[config.mk]
export PLATFORM = sky130hd
export DESIGN_NAME = gyro_bias_calibrate_integrate
export DESIGN_NICKNAME = d
export VERILOG_FILES = /design/src/rtl/core/gbci_pkg.sv /design/src/rtl/core/gbci_mul.sv /design/src/rtl/core/gbci_div.sv /design/src/rtl/core/gyro_bias_calibrate_integrate.sv
export SDC_FILE = /design/constraint.sdc
export NUM_CORES = 2
export LEC_CHECK = 0
export BUFFER_PORTS_ARGS = -buffer_cell sky130_fd_sc_hd__clkbuf_2
export CAP_MARGIN = 20
export CORE_AREA = 2 2 422 424
export CTS_BUF_LIST = sky130_fd_sc_hd__clkbuf_2 sky130_fd_sc_hd__clkbuf_4 sky130_fd_sc_hd__clkbuf_8
export CTS_CLUSTER_SIZE = 30
export DETAILED_ROUTE_END_ITERATION = 12
export DIE_AREA = 0 0 424 426
export SETUP_SLACK_MARGIN = 0.1
export SLEW_MARGIN = 15
export SYNTH_ARGS = -nofsm -noshare
export SYNTH_HDL_FRONTEND = slang
export SYNTH_SLANG_ARGS = --single-unit
[constraint.sdc]
create_clock -name clk_i -period 12.5 [get_ports clk_i]
set_input_delay 2.5 -clock clk_i [delete_from_list [all_inputs] [get_ports clk_i]]
set_output_delay 2.5 -clock clk_i [all_outputs]
set_load 0.02 [all_outputs]
[src/rtl/core/gbci_pkg.sv]
// Shared widths, types, reset values and codes for the gyro bias
// calibration and rate integration block. No dependencies.
`timescale 1ns / 1ps

package gbci_pkg;

  // Field and register widths
  localparam int RATE_BITS  = 16;
  localparam int ANGLE_BITS = 48;
  localparam int DT_W       = 16;
  localparam int DZ_W       = 26;
  localparam int CAL_W      = 26;
  localparam int GATE_W     = 32;
  localparam int GAIN_W     = 18;
  localparam int CNT_W      = 32;
  localparam int SUM_W      = 64;
  localparam int DRIFT_W    = 40;
  localparam int Q_FRAC     = 16;
  localparam int PROD_SHIFT = 2 * Q_FRAC;

  // Derived datapath widths
  localparam int RSC_W   = RATE_BITS + Q_FRAC;
  localparam int DIFF_W  = ((RSC_W > DRIFT_W) ? RSC_W : DRIFT_W) + 1;
  localparam int DMAG_W  = RATE_BITS + DT_W;
  localparam int MA_W    = DIFF_W + DT_W;
  localparam int MB_W    = (GAIN_W > DT_W) ? GAIN_W : DT_W;
  localparam int MP_W    = MA_W + MB_W;
  localparam int TERM_W  = MP_W - PROD_SHIFT + 1;
  localparam int ASUM_W  = ((ANGLE_BITS > TERM_W) ? ANGLE_BITS : TERM_W) + 1;
  localparam int DIV_N_W = SUM_W - 1 + Q_FRAC;
  localparam int MUL_CNT_W = $clog2(MB_W + 1);
  localparam int DIV_CNT_W = $clog2(DIV_N_W + 1);

  // Port widths
  localparam int IN_W       = ((RATE_BITS + DT_W + 7) / 8) * 8;
  localparam int OUT_W      = ((ANGLE_BITS + 1 + 7) / 8) * 8;
  localparam int CFG_IDX_W  = 8;
  localparam int CFG_DATA_W = 32;

  // Configuration register indexes
  localparam logic [CFG_IDX_W-1:0] REG_DEADZONE = 8'd0;
  localparam logic [CFG_IDX_W-1:0] REG_CALTIME  = 8'd1;
  localparam logic [CFG_IDX_W-1:0] REG_GATE     = 8'd2;
  localparam logic [CFG_IDX_W-1:0] REG_GAIN     = 8'd3;

  // Configuration reset values
  localparam logic [DZ_W-1:0]   DZ_RST   = 26'd1000000;
  localparam logic [CAL_W-1:0]  CAL_RST  = 26'd5000000;
  localparam logic [GATE_W-1:0] GATE_RST = 32'd160000000;
  localparam logic [GAIN_W-1:0] GAIN_RST = 18'd65536;

  // Width types used for explicit extension
  typedef logic [MA_W-1:0]             mul_a_t;
  typedef logic [MB_W-1:0]             mul_b_t;
  typedef logic [MP_W-1:0]             mul_p_t;
  typedef logic [MUL_CNT_W-1:0]        mul_cnt_t;
  typedef logic [DIV_CNT_W-1:0]        div_cnt_t;
  typedef logic [DIV_N_W-1:0]          div_n_t;
  typedef logic [CNT_W-1:0]            cnt_t;
  typedef logic [CNT_W:0]              cnt_x_t;
  typedef logic [SUM_W-1:0]            sum_t;
  typedef logic signed [SUM_W:0]       sum_x_t;
  typedef logic signed [DRIFT_W-1:0]   drift_t;
  typedef logic [DRIFT_W-2:0]          dmag_t;
  typedef logic signed [ASUM_W-1:0]    asum_t;
  typedef logic [OUT_W-1:0]            out_t;

  typedef enum logic [1:0] {
    PH_DEAD = 2'd0,
    PH_CAL  = 2'd1,
    PH_RUN  = 2'd2
  } phase_e;

  typedef enum logic [2:0] {
    ST_IDLE,
    ST_DISPATCH,
    ST_CAL_MUL,
    ST_DIV_START,
    ST_DIV,
    ST_RUN_MUL1,
    ST_RUN_MUL2,
    ST_DONE
  } state_e;

  // Shared multiplier request and response
  typedef struct packed {
    logic   start;
    mul_a_t a;
    mul_b_t b;
  } mul_req_t;

  typedef struct packed {
    logic   done;
    mul_p_t p;
  } mul_rsp_t;

  // Drift divider request and response
  typedef struct packed {
    logic   start;
    div_n_t dividend;
    cnt_t   divisor;
  } div_req_t;

  typedef struct packed {
    logic  done;
    dmag_t mag;
  } div_rsp_t;

endpackage

[src/rtl/core/gbci_mul.sv]
// Iterative unsigned shift-add multiplier, one multiplier bit per cycle.
// Depends on gbci_pkg for widths and the request/response structs.
`timescale 1ns / 1ps

module gbci_mul (
  input  logic               clk_i,
  input  logic               rst_ni,
  input  gbci_pkg::mul_req_t req_i,
  output gbci_pkg::mul_rsp_t rsp_o
);

  logic                busy_q, busy_d;
  logic                done_q, done_d;
  gbci_pkg::mul_cnt_t  cnt_q, cnt_d;
  gbci_pkg::mul_p_t    acc_q, acc_d;
  gbci_pkg::mul_p_t    a_q, a_d;
  gbci_pkg::mul_b_t    b_q, b_d;

  // Load on start, then add the shifted multiplicand for each set bit.
  always_comb begin
    busy_d = busy_q;
    done_d = 1'b0;
    cnt_d  = cnt_q;
    acc_d  = acc_q;
    a_d    = a_q;
    b_d    = b_q;
    if (req_i.start) begin
      busy_d = 1'b1;
      cnt_d  = gbci_pkg::mul_cnt_t'(gbci_pkg::MB_W);
      acc_d  = '0;
      a_d    = gbci_pkg::mul_p_t'(req_i.a);
      b_d    = req_i.b;
    end else if (busy_q) begin
      if (b_q[0]) begin
        acc_d = acc_q + a_q;
      end
      a_d   = a_q << 1;
      b_d   = b_q >> 1;
      cnt_d = cnt_q - 1'b1;
      if (cnt_q == gbci_pkg::mul_cnt_t'(1)) begin
        busy_d = 1'b0;
        done_d = 1'b1;
      end
    end
  end

  always_ff @(posedge clk_i or negedge rst_ni) begin
    if (!rst_ni) begin
      busy_q <= 1'b0;
      done_q <= 1'b0;
      cnt_q  <= '0;
    end else begin
      busy_q <= busy_d;
      done_q <= done_d;
      cnt_q  <= cnt_d;
    end
  end

  always_ff @(posedge clk_i) begin
    acc_q <= acc_d;
    a_q   <= a_d;
    b_q   <= b_d;
  end

  assign rsp_o.done = done_q;
  assign rsp_o.p    = acc_q;

endmodule

[src/rtl/core/gbci_div.sv]
// Restoring divider for the drift rate, one quotient bit per cycle, with
// saturation of the quotient magnitude. Depends on gbci_pkg.
`timescale 1ns / 1ps

module gbci_div (
  input  logic               clk_i,
  input  logic               rst_ni,
  input  gbci_pkg::div_req_t req_i,
  output gbci_pkg::div_rsp_t rsp_o
);

  logic                busy_q, busy_d;
  logic                done_q, done_d;
  gbci_pkg::div_cnt_t  cnt_q, cnt_d;
  gbci_pkg::div_n_t    n_q, n_d;
  gbci_pkg::cnt_t      d_q, d_d;
  gbci_pkg::cnt_t      r_q, r_d;
  gbci_pkg::drift_t    q_q, q_d;
  logic                ovf_q, ovf_d;
  gbci_pkg::cnt_x_t    r_sh;
  logic                ge;
  logic                sat;

  // One restoring step: shift in the next dividend bit, subtract if it fits.
  always_comb begin
    r_sh   = {r_q, n_q[gbci_pkg::DIV_N_W-1]};
    ge     = (r_sh >= {1'b0, d_q});
    busy_d = busy_q;
    done_d = 1'b0;
    cnt_d  = cnt_q;
    n_d    = n_q;
    d_d    = d_q;
    r_d    = r_q;
    q_d    = q_q;
    ovf_d  = ovf_q;
    if (req_i.start) begin
      busy_d = 1'b1;
      cnt_d  = gbci_pkg::div_cnt_t'(gbci_pkg::DIV_N_W);
      n_d    = req_i.dividend;
      d_d    = req_i.divisor;
      r_d    = '0;
      q_d    = '0;
      ovf_d  = 1'b0;
    end else if (busy_q) begin
      n_d   = n_q << 1;
      r_d   = ge ? gbci_pkg::cnt_t'(r_sh - {1'b0, d_q}) : r_sh[gbci_pkg::CNT_W-1:0];
      q_d   = {q_q[gbci_pkg::DRIFT_W-2:0], ge};
      ovf_d = ovf_q | q_q[gbci_pkg::DRIFT_W-1];
      cnt_d = cnt_q - 1'b1;
      if (cnt_q == gbci_pkg::div_cnt_t'(1)) begin
        busy_d = 1'b0;
        done_d = 1'b1;
      end
    end
  end

  always_ff @(posedge clk_i or negedge rst_ni) begin
    if (!rst_ni) begin
      busy_q <= 1'b0;
      done_q <= 1'b0;
      cnt_q  <= '0;
    end else begin
      busy_q <= busy_d;
      done_q <= done_d;
      cnt_q  <= cnt_d;
    end
  end

  always_ff @(posedge clk_i) begin
    n_q   <= n_d;
    d_q   <= d_d;
    r_q   <= r_d;
    q_q   <= q_d;
    ovf_q <= ovf_d;
  end

  // Any quotient bit at or above the sign position saturates the drift.
  assign sat        = ovf_q | q_q[gbci_pkg::DRIFT_W-1];
  assign rsp_o.done = done_q;
  assign rsp_o.mag  = sat ? '1 : q_q[gbci_pkg::DRIFT_W-2:0];

endmodule

[src/rtl/core/gyro_bias_calibrate_integrate.sv]
// Gyro bias calibration and rate integration, top level with sequencer.
// Per item: a dead-zone item only updates the elapsed time; a calibration item does one
// 18-step multiply; the item that ends calibration adds a 79-step divide unless the gated
// time is zero; a running item does two 18-step multiplies on the shared multiplier. The
// next item is accepted once the result is in the output register, even while it waits there.
// Reset (rst_ni low, asynchronous) resets the control and architectural state and loads the register defaults.
`timescale 1ns / 1ps

module gyro_bias_calibrate_integrate (
  input  logic                            clk_i,
  input  logic                            rst_ni,
  // Configuration write channel
  input  logic                            cfg_valid_i,
  output logic                            cfg_ready_o,
  input  logic [gbci_pkg::CFG_IDX_W-1:0]  cfg_index_i,
  input  logic [gbci_pkg::CFG_DATA_W-1:0] cfg_data_i,
  // Input items
  input  logic                            s_axis_tvalid,
  output logic                            s_axis_tready,
  // tdata fields from bit 0: rate, dt_us
  input  logic [gbci_pkg::IN_W-1:0]       s_axis_tdata,
  // Result items
  output logic                            m_axis_tvalid,
  input  logic                            m_axis_tready,
  // tdata fields from bit 0: angle, led_on
  output logic [gbci_pkg::OUT_W-1:0]      m_axis_tdata,
  // tuser fields from bit 0: calibrated
  output logic                            m_axis_tuser
);

  localparam gbci_pkg::sum_x_t SUM_MAX_X =
      {2'b00, {(gbci_pkg::SUM_W - 1){1'b1}}};
  localparam gbci_pkg::sum_x_t SUM_MIN_X = -SUM_MAX_X;
  localparam gbci_pkg::asum_t ANG_MAX_X =
      {{(gbci_pkg::ASUM_W - gbci_pkg::ANGLE_BITS + 1){1'b0}},
       {(gbci_pkg::ANGLE_BITS - 1){1'b1}}};
  localparam gbci_pkg::asum_t ANG_MIN_X = -ANG_MAX_X - 1;

  gbci_pkg::state_e state_q, state_d;
  gbci_pkg::phase_e phase_q, phase_d;

  logic [gbci_pkg::DZ_W-1:0]   dz_q, dz_d;
  logic [gbci_pkg::CAL_W-1:0]  cal_q, cal_d;
  logic [gbci_pkg::GATE_W-1:0] gate_q, gate_d;
  logic [gbci_pkg::GAIN_W-1:0] gain_q, gain_d;

  gbci_pkg::cnt_t   elapsed_q, elapsed_d;
  gbci_pkg::cnt_t   gated_q, gated_d;
  gbci_pkg::sum_t   drift_sum_q, drift_sum_d;
  gbci_pkg::drift_t drift_q, drift_d;
  logic signed [gbci_pkg::ANGLE_BITS-1:0] angle_q, angle_d;
  logic             led_q, led_d;

  logic signed [gbci_pkg::RATE_BITS-1:0] rate_q, rate_d;
  logic [gbci_pkg::DT_W-1:0]             dt_q, dt_d;
  logic                                  diff_neg_q, diff_neg_d;

  logic                                   out_valid_q, out_valid_d;
  logic signed [gbci_pkg::ANGLE_BITS-1:0] out_angle_q, out_angle_d;
  logic                                   out_cal_q, out_cal_d;
  logic                                   out_led_q, out_led_d;

  gbci_pkg::mul_req_t mul_req;
  gbci_pkg::mul_rsp_t mul_rsp;
  gbci_pkg::div_req_t div_req;
  gbci_pkg::div_rsp_t div_rsp;

  // Datapath terms
  gbci_pkg::cnt_x_t                   elapsed_full, gated_full;
  gbci_pkg::cnt_t                     elapsed_sum, gated_sum;
  logic [gbci_pkg::RATE_BITS-1:0]     rate_mag;
  logic signed [gbci_pkg::DIFF_W-1:0] rate_sc, drift_x, diff;
  logic [gbci_pkg::DIFF_W-1:0]        diff_mag;
  logic [gbci_pkg::DMAG_W-1:0]        delta_mag;
  logic                               gate_fail;
  gbci_pkg::sum_x_t                   dm_x, delta_s, sum_x, sum_new;
  gbci_pkg::sum_t                     sum_sat, drift_mag;
  gbci_pkg::drift_t                   dq_x;
  logic [gbci_pkg::MP_W-gbci_pkg::PROD_SHIFT-1:0] u_mag;
  gbci_pkg::asum_t                    u_x, term_x, angle_x, angle_new;
  logic signed [gbci_pkg::ANGLE_BITS-1:0] angle_sat;

  gbci_mul u_mul (
    .clk_i  (clk_i),
    .rst_ni (rst_ni),
    .req_i  (mul_req),
    .rsp_o  (mul_rsp)
  );

  gbci_div u_div (
    .clk_i  (clk_i),
    .rst_ni (rst_ni),
    .req_i  (div_req),
    .rsp_o  (div_rsp)
  );

  // Saturating time counters.
  always_comb begin
    elapsed_full = {1'b0, elapsed_q} + gbci_pkg::cnt_x_t'(dt_q);
    elapsed_sum  = elapsed_full[gbci_pkg::CNT_W] ? '1 : elapsed_full[gbci_pkg::CNT_W-1:0];
    gated_full   = {1'b0, gated_q} + gbci_pkg::cnt_x_t'(dt_q);
    gated_sum    = gated_full[gbci_pkg::CNT_W] ? '1 : gated_full[gbci_pkg::CNT_W-1:0];
  end

  // Magnitudes of the rate and of the drift-corrected Q16 rate.
  always_comb begin
    rate_mag = rate_q[gbci_pkg::RATE_BITS-1] ? (~rate_q + 1'b1) : rate_q;
    rate_sc  = {{(gbci_pkg::DIFF_W - gbci_pkg::RSC_W){rate_q[gbci_pkg::RATE_BITS-1]}},
                rate_q, {gbci_pkg::Q_FRAC{1'b0}}};
    drift_x  = {{(gbci_pkg::DIFF_W - gbci_pkg::DRIFT_W){drift_q[gbci_pkg::DRIFT_W-1]}},
                drift_q};
    diff     = rate_sc - drift_x;
    diff_mag = diff[gbci_pkg::DIFF_W-1] ? (~diff + 1'b1) : diff;
  end

  // Gate check and saturating accumulation of the calibration step.
  always_comb begin
    delta_mag = mul_rsp.p[gbci_pkg::DMAG_W-1:0];
    gate_fail = (gbci_pkg::sum_t'(delta_mag) >= gbci_pkg::sum_t'(gate_q));
    dm_x      = gbci_pkg::sum_x_t'(delta_mag);
    delta_s   = rate_q[gbci_pkg::RATE_BITS-1] ? -dm_x : dm_x;
    sum_x     = {drift_sum_q[gbci_pkg::SUM_W-1], drift_sum_q};
    sum_new   = sum_x + delta_s;
    if (sum_new > SUM_MAX_X) begin
      sum_sat = SUM_MAX_X[gbci_pkg::SUM_W-1:0];
    end else if (sum_new < SUM_MIN_X) begin
      sum_sat = SUM_MIN_X[gbci_pkg::SUM_W-1:0];
    end else begin
      sum_sat = sum_new[gbci_pkg::SUM_W-1:0];
    end
    drift_mag = drift_sum_q[gbci_pkg::SUM_W-1] ? (~drift_sum_q + 1'b1) : drift_sum_q;
    dq_x      = {1'b0, div_rsp.mag};
  end

  // Scaled running increment and saturating angle.
  always_comb begin
    u_mag     = mul_rsp.p[gbci_pkg::MP_W-1:gbci_pkg::PROD_SHIFT];
    u_x       = gbci_pkg::asum_t'(u_mag);
    term_x    = diff_neg_q ? -u_x : u_x;
    angle_x   = {{(gbci_pkg::ASUM_W - gbci_pkg::ANGLE_BITS){angle_q[gbci_pkg::ANGLE_BITS-1]}},
                 angle_q};
    angle_new = angle_x + term_x;
    if (angle_new > ANG_MAX_X) begin
      angle_sat = ANG_MAX_X[gbci_pkg::ANGLE_BITS-1:0];
    end else if (angle_new < ANG_MIN_X) begin
      angle_sat = ANG_MIN_X[gbci_pkg::ANGLE_BITS-1:0];
    end else begin
      angle_sat = angle_new[gbci_pkg::ANGLE_BITS-1:0];
    end
  end

  // Sequencer: next state, register writes and unit requests.
  always_comb begin
    state_d     = state_q;
    phase_d     = phase_q;
    dz_d        = dz_q;
    cal_d       = cal_q;
    gate_d      = gate_q;
    gain_d      = gain_q;
    elapsed_d   = elapsed_q;
    gated_d     = gated_q;
    drift_sum_d = drift_sum_q;
    drift_d     = drift_q;
    angle_d     = angle_q;
    led_d       = led_q;
    rate_d      = rate_q;
    dt_d        = dt_q;
    diff_neg_d  = diff_neg_q;
    out_valid_d = out_valid_q;
    out_angle_d = out_angle_q;
    out_cal_d   = out_cal_q;
    out_led_d   = out_led_q;
    mul_req     = '0;
    div_req     = '0;

    // Configuration writes; unknown indexes are dropped.
    if (cfg_valid_i) begin
      unique case (cfg_index_i)
        gbci_pkg::REG_DEADZONE: dz_d   = cfg_data_i[gbci_pkg::DZ_W-1:0];
        gbci_pkg::REG_CALTIME:  cal_d  = cfg_data_i[gbci_pkg::CAL_W-1:0];
        gbci_pkg::REG_GATE:     gate_d = cfg_data_i[gbci_pkg::GATE_W-1:0];
        gbci_pkg::REG_GAIN:     gain_d = cfg_data_i[gbci_pkg::GAIN_W-1:0];
        default: ;
      endcase
    end

    if (out_valid_q && m_axis_tready) begin
      out_valid_d = 1'b0;
    end

    unique case (state_q)
      gbci_pkg::ST_IDLE: begin
        if (s_axis_tvalid) begin
          rate_d  = s_axis_tdata[gbci_pkg::RATE_BITS-1:0];
          dt_d    = s_axis_tdata[gbci_pkg::RATE_BITS +: gbci_pkg::DT_W];
          state_d = gbci_pkg::ST_DISPATCH;
        end
      end
      gbci_pkg::ST_DISPATCH: begin
        if (phase_q == gbci_pkg::PH_RUN) begin
          mul_req.start = 1'b1;
          mul_req.a     = gbci_pkg::mul_a_t'(diff_mag);
          mul_req.b     = gbci_pkg::mul_b_t'(dt_q);
          diff_neg_d    = diff[gbci_pkg::DIFF_W-1];
          state_d       = gbci_pkg::ST_RUN_MUL1;
        end else if (gbci_pkg::cnt_t'(dz_q) > elapsed_q) begin
          phase_d   = gbci_pkg::PH_DEAD;
          elapsed_d = elapsed_sum;
          state_d   = gbci_pkg::ST_DONE;
        end else begin
          mul_req.start = 1'b1;
          mul_req.a     = gbci_pkg::mul_a_t'(rate_mag);
          mul_req.b     = gbci_pkg::mul_b_t'(dt_q);
          state_d       = gbci_pkg::ST_CAL_MUL;
        end
      end
      gbci_pkg::ST_CAL_MUL: begin
        if (mul_rsp.done) begin
          phase_d = gbci_pkg::PH_CAL;
          state_d = gbci_pkg::ST_DONE;
          if (!gate_fail) begin
            drift_sum_d = sum_sat;
            gated_d     = gated_sum;
            if (gated_sum >= gbci_pkg::cnt_t'(cal_q)) begin
              if (gated_sum == '0) begin
                // Zero gated time gives zero drift.
                drift_d = '0;
                phase_d = gbci_pkg::PH_RUN;
              end else begin
                state_d = gbci_pkg::ST_DIV_START;
              end
            end
          end
        end
      end
      gbci_pkg::ST_DIV_START: begin
        div_req.start    = 1'b1;
        div_req.dividend = {drift_mag[gbci_pkg::SUM_W-2:0], {gbci_pkg::Q_FRAC{1'b0}}};
        div_req.divisor  = gated_q;
        state_d          = gbci_pkg::ST_DIV;
      end
      gbci_pkg::ST_DIV: begin
        if (div_rsp.done) begin
          drift_d = drift_sum_q[gbci_pkg::SUM_W-1] ? -dq_x : dq_x;
          phase_d = gbci_pkg::PH_RUN;
          state_d = gbci_pkg::ST_DONE;
        end
      end
      gbci_pkg::ST_RUN_MUL1: begin
        if (mul_rsp.done) begin
          mul_req.start = 1'b1;
          mul_req.a     = mul_rsp.p[gbci_pkg::MA_W-1:0];
          mul_req.b     = gbci_pkg::mul_b_t'(gain_q);
          state_d       = gbci_pkg::ST_RUN_MUL2;
        end
      end
      gbci_pkg::ST_RUN_MUL2: begin
        if (mul_rsp.done) begin
          angle_d = angle_sat;
          led_d   = 1'b0;
          state_d = gbci_pkg::ST_DONE;
        end
      end
      gbci_pkg::ST_DONE: begin
        // Hand the result to the output register once it is free.
        if (!out_valid_q || m_axis_tready) begin
          out_valid_d = 1'b1;
          out_angle_d = angle_q;
          out_cal_d   = (phase_q == gbci_pkg::PH_RUN);
          out_led_d   = led_q;
          state_d     = gbci_pkg::ST_IDLE;
        end
      end
      default: state_d = gbci_pkg::ST_IDLE;
    endcase
  end

  // Control and architectural state.
  always_ff @(posedge clk_i or negedge rst_ni) begin
    if (!rst_ni) begin
      state_q     <= gbci_pkg::ST_IDLE;
      phase_q     <= gbci_pkg::PH_DEAD;
      dz_q        <= gbci_pkg::DZ_RST;
      cal_q       <= gbci_pkg::CAL_RST;
      gate_q      <= gbci_pkg::GATE_RST;
      gain_q      <= gbci_pkg::GAIN_RST;
      elapsed_q   <= '0;
      gated_q     <= '0;
      drift_sum_q <= '0;
      drift_q     <= '0;
      angle_q     <= '0;
      led_q       <= 1'b1;
      out_valid_q <= 1'b0;
    end else begin
      state_q     <= state_d;
      phase_q     <= phase_d;
      dz_q        <= dz_d;
      cal_q       <= cal_d;
      gate_q      <= gate_d;
      gain_q      <= gain_d;
      elapsed_q   <= elapsed_d;
      gated_q     <= gated_d;
      drift_sum_q <= drift_sum_d;
      drift_q     <= drift_d;
      angle_q     <= angle_d;
      led_q       <= led_d;
      out_valid_q <= out_valid_d;
    end
  end

  // Item and result payload.
  always_ff @(posedge clk_i) begin
    rate_q      <= rate_d;
    dt_q        <= dt_d;
    diff_neg_q  <= diff_neg_d;
    out_angle_q <= out_angle_d;
    out_cal_q   <= out_cal_d;
    out_led_q   <= out_led_d;
  end

  assign cfg_ready_o   = 1'b1;
  assign s_axis_tready = (state_q == gbci_pkg::ST_IDLE);
  assign m_axis_tvalid = out_valid_q;
  assign m_axis_tdata  = gbci_pkg::out_t'({out_led_q, out_angle_q});
  assign m_axis_tuser  = out_cal_q;

endmodule
# --- Yosys cells after proc, flatten, opt, wreduce, memory -nomap -nowiden ---
# Cells that the tools add are included.
classes:
  magnitude_cmp: 8
  reduce_logical: 24
  eq_ne: 24
  n_mux: 70
  bitwise_logic: 6
  add_sub_neg: 15
ops:
  columns: ["operator", "n"]
  rows:
  - ["40-bit two-way mux", 6]
  - ["76-bit two-way mux", 3]
  - ["79-bit two-way mux", 2]
  - ["76-bit case mux with 2 select lines", 1]
  - ["64-bit two-way mux", 2]
  - ["57-bit two-way mux", 2]
  - ["112-bit two-way mux", 1]
  - ["32-bit two-way mux", 3]
  - ["48-bit two-way mux", 2]
  - ["40-bit case mux with 2 select lines", 1]
  - ["75-bit adder", 1]
  - ["32-bit by 16-bit adder with 33-bit output", 2]
  - ["64-bit by 65-bit adder with 65-bit output", 1]
  - ["65-bit by 64-bit > comparator with 1-bit output (second input constant)", 1]
  - ["65-bit by 64-bit < comparator with 1-bit output (second input constant)", 1]
  - ["65-bit two-way mux", 1]
  - ["32-bit negator with 65-bit output", 1]
  - ["63-bit by 1-bit adder with 63-bit output (second input constant)", 1]
  - ["63-bit two-way mux", 1]
  - ["63-bit NOT", 1]
  - ["48-bit by 49-bit adder with 49-bit output", 1]
  - ["49-bit by 48-bit > comparator with 1-bit output (second input constant)", 1]
  - ["49-bit by 48-bit < comparator with 1-bit output (second input constant)", 1]
  - ["49-bit two-way mux", 1]
  - ["49 further kinds", 109]
totals:
  wordCells: 181
  out_inout_bits: 60
  input_bits: 77
  reg_bits: 776

# --- Logic depth before layout (Yosys ltp) ---
depth:
  word_depth: 8
  depth_mapped: 30
  ltp_nobuf: 26

# --- Hierarchy ---
# From an unflattened synthesis, not the netlist that was laid out.
unflattened:
  hier_cells: 6427
  area_unflattened_um2: 56665.6
by_module_without_submodules:
  columns: ["mod", "instances", "seq_area_each_um2", "area_per_inst_um2", "cells_per_inst"]
  rows:
  - ["gyro_bias_calibrate_integrate", 1, 10656.5, 35729.3, 4304]
  - ["gbci_mul", 1, 4289.1, 11079.4, 1231]
  - ["gbci_div", 1, 5019.8, 9857.0, 892]

# --- Worst setup path after synthesis ---
# No wires, ideal clock.
synth_path:
  path_kind: "register to register"
  startpoint: "register u_mul.acc_q[34]"
  endpoint: "register angle_q[41] (netlist name)"
  path_buffers: 1
  required_time_ps: 12376
  setup_ps: 124
  stages_incl_launch_ff: 26
  arrival_time_ps: 5991
  period_less_slack_ps: 6115
  setup_slack_ps: 6385
  cell_sequence: "dfxtp_1 -> or4_1 -> or2_2 -> or3_1 -> or3_1 -> nand2b_1 -> nand2b_1 -> or2_2 -> nand2b_1 -> o21ai_0 -> xnor2_1 -> ha_1 -> a21o_1 -> a21o_1 -> a21oi_1 -> o21ai_0 -> a21o_1 -> nor3_1 -> o41ai_1 -> nand2_1 -> o21ai_0 -> nor4_1 -> nor2_1 -> clkbuf_1 -> o211ai_1 -> nand2_1"
synth_between:
  elab_chain_cells: 6
  word_cells_on_any_way: 7
  cone_classes: "add/sub (2); order compare (2); mux (3)"
synth_rtl:
  columns: ["element", "line", "source"]
  rows:
  - ["start, declared", "gbci_mul.sv:15", "gbci_pkg::mul_p_t acc_q, acc_d;"]
  - ["start signal, assigned", "gbci_mul.sv:60", "acc_q <= acc_d;"]
  - ["43-bit negator with 49-bit output", "gyro_bias_calibrate_integrate.sv:139", "term_x = diff_neg_q ? -u_x : u_x;"]
  - ["49-bit two-way mux (*)", "gyro_bias_calibrate_integrate.sv:139", null]
  - ["48-bit by 49-bit adder with 49-bit output (*)", "gyro_bias_calibrate_integrate.sv:142", "angle_new = angle_x + term_x;"]
  - ["49-bit by 48-bit < comparator with 1-bit output", "gyro_bias_calibrate_integrate.sv:145", "end else if (angle_new < ANG_MIN_X) begin"]
  - ["48-bit two-way mux", "gyro_bias_calibrate_integrate.sv:145", null]
  - ["48-bit two-way mux (*)", "gyro_bias_calibrate_integrate.sv:143", "if (angle_new > ANG_MAX_X) begin"]
  - ["end signal, assigned", "gyro_bias_calibrate_integrate.sv:305", "angle_q <= angle_d;"]
  - ["end, declared", "gyro_bias_calibrate_integrate.sv:51", "logic signed [gbci_pkg::ANGLE_BITS-1:0] angle_q, angle_d;"]
# Mark *: on every way between the ends. The rest lies on a longest branch, timed or not.
# A chain may end at the register's enable or synchronous reset.

# --- Worst setup path in the final report ---
layout_path:
  startpoint: "register u_mul.acc_q[1]"
  endpoint: "register drift_sum_q[11]"
layout_between:
  elab_chain_cells: 6
  word_cells_on_any_way: 10
  cone_classes: "add/sub (2); order compare (3); mux (3); bitwise (1); reduce/logical (1)"
layout_rtl:
  columns: ["element", "line", "source"]
  rows:
  - ["32-bit negator with 65-bit output", "gyro_bias_calibrate_integrate.sv:121", "delta_s = rate_q[gbci_pkg::RATE_BITS-1] ? -dm_x : dm_x;"]
  - ["65-bit two-way mux", "gyro_bias_calibrate_integrate.sv:121", null]
  - ["64-bit by 65-bit adder with 65-bit output", "gyro_bias_calibrate_integrate.sv:123", "sum_new = sum_x + delta_s;"]
  - ["65-bit by 64-bit < comparator with 1-bit output", "gyro_bias_calibrate_integrate.sv:126", "end else if (sum_new < SUM_MIN_X) begin"]
  - ["64-bit two-way mux", "gyro_bias_calibrate_integrate.sv:126", null]
  - ["64-bit two-way mux", "gyro_bias_calibrate_integrate.sv:124", "if (sum_new > SUM_MAX_X) begin"]
  - ["end signal, assigned", "gyro_bias_calibrate_integrate.sv:303", "drift_sum_q <= drift_sum_d;"]
  - ["end, declared", "gyro_bias_calibrate_integrate.sv:49", "gbci_pkg::sum_t drift_sum_q, drift_sum_d;"]
# Several ways; a longest one is shown, not always the timed one.

==> metrics list <==
- The design draws 14.2 mW.
- Insertion delay to the later sink of the worst-skew pair: 0.92 ns
* Count of unique library cells instantiated by Yosys: 90
- Clock-pin slew was measured on the worst setup and hold paths at about 0.06 ns.
- The tightest min-delay check is of the flip-flop to flip-flop type.
- 137 I/O pins were placed.
- STA puts the critical path data arrival time at between 8 and 9 ns.
- Number of vias per cell after detailed routing: 5.30
* Worst max-slew margin expressed relative to the limit: 0.309
* Yosys Warn Count: 0
* Required time at the endpoint of the critical path: 13.30 ns
* Count of TritonRoute iterations in the first routing pass: 6
- TritonCTS built the clock tree.
- The first global-routing pass estimated approximately 250 mm of wire.
- The detailed router finished its first iteration with between 3000 and 4000 violations.
- Share of final-layout standard cells stronger than drive strength 1: 0.111
- Antenna violations before repair: 2
* Via total after detailed routing: ~45000
- The most used flip-flop cell after synthesis is dfrtp_1.
- After layout, the minimum clock period comes to ~7.7 ns.
- Final setup fails: 0
* Cts-stage hold buffer count: 0
* Top cells by area, synth: dfrtp_1 (15%), edfxtp_1 (14%), ha_1 (8.8%)
- Buffer depth of the longest clock path: 3
- Compared with the post-synthesis result, the final layout area differs by 11.6%.
* Fraction of registers with async set/reset: 0.449
* Master cell of the clock root buffer: clkbuf_8
* Global Route Usage Sum: 0.172
- Tightest Pin Transition: 1.04 ns
- Setup TNS: 0 ns
* Post-synthesis cell type with the largest combined area: dfrtp_1
* CORE AREA: 176000 um^2
* Die area: 181000 um^2
* Nets: ~6400
* Number of global-route vias before repair: between 40000 and 50000
- Switching share of power: 0.453
- GRT Residual Overflow: 0
* Share of power burned in combinational logic: 0.519
* Part of the Yosys area used for sequential elements: 0.371
- In the final routed layout, each cell accounts on average for 18.7 um.
- The average instance in the mapped netlist occupies 8.81 um^2.
- In this run the static leakage power is ~26 nW.
- In the synthesized netlist, the cells that appear most often are nand2_1 (652), nor2_1 (494), o21ai_0 (476).
- At the end of routability-driven placement, the weighted congestion stood at roughly 0.9.
* Deepest level of the CTS H-tree: 4
* Peak Freq: 0.129 GHz
- Across the whole layout, storage elements account for ~19000 um^2.
* Horizontal die dimension: 424 um
- The tree built by TritonCTS fans out to 760 sinks.
- Maximum number of pins on one net before global-route repair: approximately 160
* Starting Density: 0.299
* Status: completed
- CP Capture Type: flip-flop
* Worst-case vdd ir drop: 0.000135 V
- After the flow finishes, the layout carries non-filler instances totaling 8458.
* Dpl cells: 8182
* Top-count cell post-synth: nand2_1
- The tool flagged a number of max-cap violations equal to 0.
* Switching component of the power: 6.45 mW
* Gate Count Post-Synth: 5967
- For the final database, setup skew stands at between 0.06 and 0.07 ns.
* RSZ-0062 raised after global routing: false
- Total power density per cell area: ~240 nW/um^2
* Share of the synthesized area in the top cell type: 0.150
- Post-CTS timing repair inserted 0 buffers for setup.
- Critical-path maximum fanout: 26
- The setup path with the least slack is of type flip-flop to flip-flop.
* Filler cell count in the final layout: 18300
- Slew Viols, Final: 0
* Residual DRC count: 0
- Hold Vio Cnt, Final: 0
- Total clock buffers created by CTS: 145
* Count of standard-cell rows: 154
- Dividing the final minimum period by the clock period gives 0.618.
- Final cell utilization of the core: 0.334
* Total area of multi-input combinational cells: approximately 31000 um^2
- Sequential share of power: 0.291
- Number of nets still failing antenna checks after routing: 0
* Die height: 426 um
- Number of enable flip-flop cells after synthesis: 253
- After synthesis the cells add up to 52600 um^2.
- Detailed placement finished with a half-perimeter wire length of 118 mm.
- The internal power of the cells totals about 8 mW.
* Seq cells post-synth: 760
* Clock network fraction of total power: 0.189
- Cts repair resizes: 0
* Number of I/O port buffers: 128
* Detailed-route wire length: between 150 and 200 mm
- Crit path launch type: flip-flop
==> per-layer routing <==
metal,vias up,part of all wire,GRT usage,wire length [um]
met5,-,0,0,0
met4,0,0.038,0.0689,6070
met3,291,0.048,0.0269,7670
met2,1105,0.47,0.287,74500
met1,21700,0.44,0.222,69900
li1,21600,-,-,-
==> state kept, by name, indices dropped and copies added, names as in the netlist, 2 cells and up <==
name         flops
state_q          3
rate_q          16
dz_q            26
u_mul.acc_q     75
u_mul.b_q       18
drift_sum_q     64
u_div.n_q       63
u_mul.cnt_q      5
u_mul.a_q       75
drift_q         40
elapsed_q       32
phase_q          2
u_div.d_q       32
cal_q           26
u_div.q_q       40
u_div.r_q       32
gated_q         32
gain_q          18
angle_q         48
u_div.cnt_q      7
out_angle_q     48
dt_q            16
gate_q          32
==> metrics by stage <==
stage | hold slack (ns) | area [um^2] | worst slack [ns]
finish | 0.394 | 58700 | 4.78
global placement | 0.384 | 55400 | 4.98
CTS | 0.399 | 58600 | 4.84
detailed placement | 0.384 | 55500 | 4.89
global route | 0.407 | 58700 | 4.23
floorplan | 0.442 | 52600 | 6.38
==> kinds of logic (layout without fill, tap and decap cells) <==
logic type	count (synthesis)	after routing	synth area share
xor+xnor	486	486	0.0810
flops	760	760	0.371
other cells	2	9	0.000143
mux	223	223	0.0455
buf+inv	538	682	0.0391
simple gates	1882	1882	0.169
fa+ha+maj	376	376	0.0903
compound gates	1700	1700	0.205
==> layout make-up <==
| cell class | instances | area share |
|---|---|---|
| Inverter | 230 | 0.0148 |
| Tap cell | 2340 | 0.0499 |
| Multi-Input combinational cell | 4675 | 0.531 |
| Timing Repair Buffer | 180 | 0.0184 |
| Clock buffer | 213 | 0.0448 |
| Antenna cell | 1 | 0.0000427 |
| Sequential cell | 760 | 0.332 |
| Clock inverter | 59 | 0.00894 |
==> worst paths after layout <==
path,start,end,slack [ns],depth (start not counted)
worst max-delay path,u_mul.acc_q[1]$_SDFFE_PP0P_,drift_sum_q[11]$_DFFE_PN0P_,4.78,23
worst min-delay path,elapsed_q[28]$_DFFE_PN0P_,elapsed_q[28]$_DFFE_PN0P_,0.39,0
worst max register to register,u_mul.acc_q[1]$_SDFFE_PP0P_,drift_sum_q[11]$_DFFE_PN0P_,4.78,23
worst min register to register,elapsed_q[28]$_DFFE_PN0P_,elapsed_q[28]$_DFFE_PN0P_,0.39,0
max in group asynchronous,rst_ni,elapsed_q[0]$_DFFE_PN0P_,8.79,3
min in group asynchronous,rst_ni,angle_q[15]$_DFFE_PN0P_,1.57,1
==> cells in the final DEF, fill, tap and decap left out, types with 95 or more instances in the layout <==
| cell type | netlist | final |
|---|---|---|
| nor2_1 | 494 | 491 |
| xnor2_1 | 275 | 275 |
| clkbuf_2 | 0 | 127 |
| xor2_1 | 211 | 211 |
| inv_1 | 229 | 228 |
| clkbuf_8 | 0 | 164 |
| nor3_1 | 122 | 120 |
| o21ai_0 | 476 | 476 |
| mux2_2 | 129 | 129 |
| ha_1 | 369 | 369 |
| a21o_1 | 173 | 173 |
| dfxtp_1 | 166 | 166 |
| nand2_1 | 652 | 651 |
| edfxtp_1 | 253 | 253 |
| nand3_1 | 97 | 95 |
| a21oi_1 | 425 | 424 |
| dfrtp_1 | 316 | 314 |
==> critical path: stages, from the launching register on <==
cell and delay (ns):
dfxtp_1 0.38, inv_1 0.15, ha_1 0.19, nand2_1 0.07, or3_1 0.37, or4_1 0.59
or3b_2 0.51, nand2b_1 0.16, buf_4 0.24, o41ai_1 0.43, xnor2_1 0.12, ha_1 0.43
nand4_1 0.26, or3_1 0.41, o221a_2 0.23, o21a_1 0.17, o21ai_0 0.57, and3_1 0.32
or4_1 0.12, nand3_1 0.30, nor3_2 0.86, buf_4 0.46, nor2_1 0.08, o31ai_1 0.18
==> power groups by stage <==
stage	clock, mW	sequential, mW	combinational (mW)
6_report	2.69	4.15	7.39
5_1_grt	2.88	4.23	8.28
4_1_cts	2.78	4.15	7.36
3_5_place_dp	0	4.18	7.31
3_3_place_gp	0	4.17	7.22
2_1_floorplan	0	3.92	5.57
No activity file was read; power rests on OpenSTA's default activity.
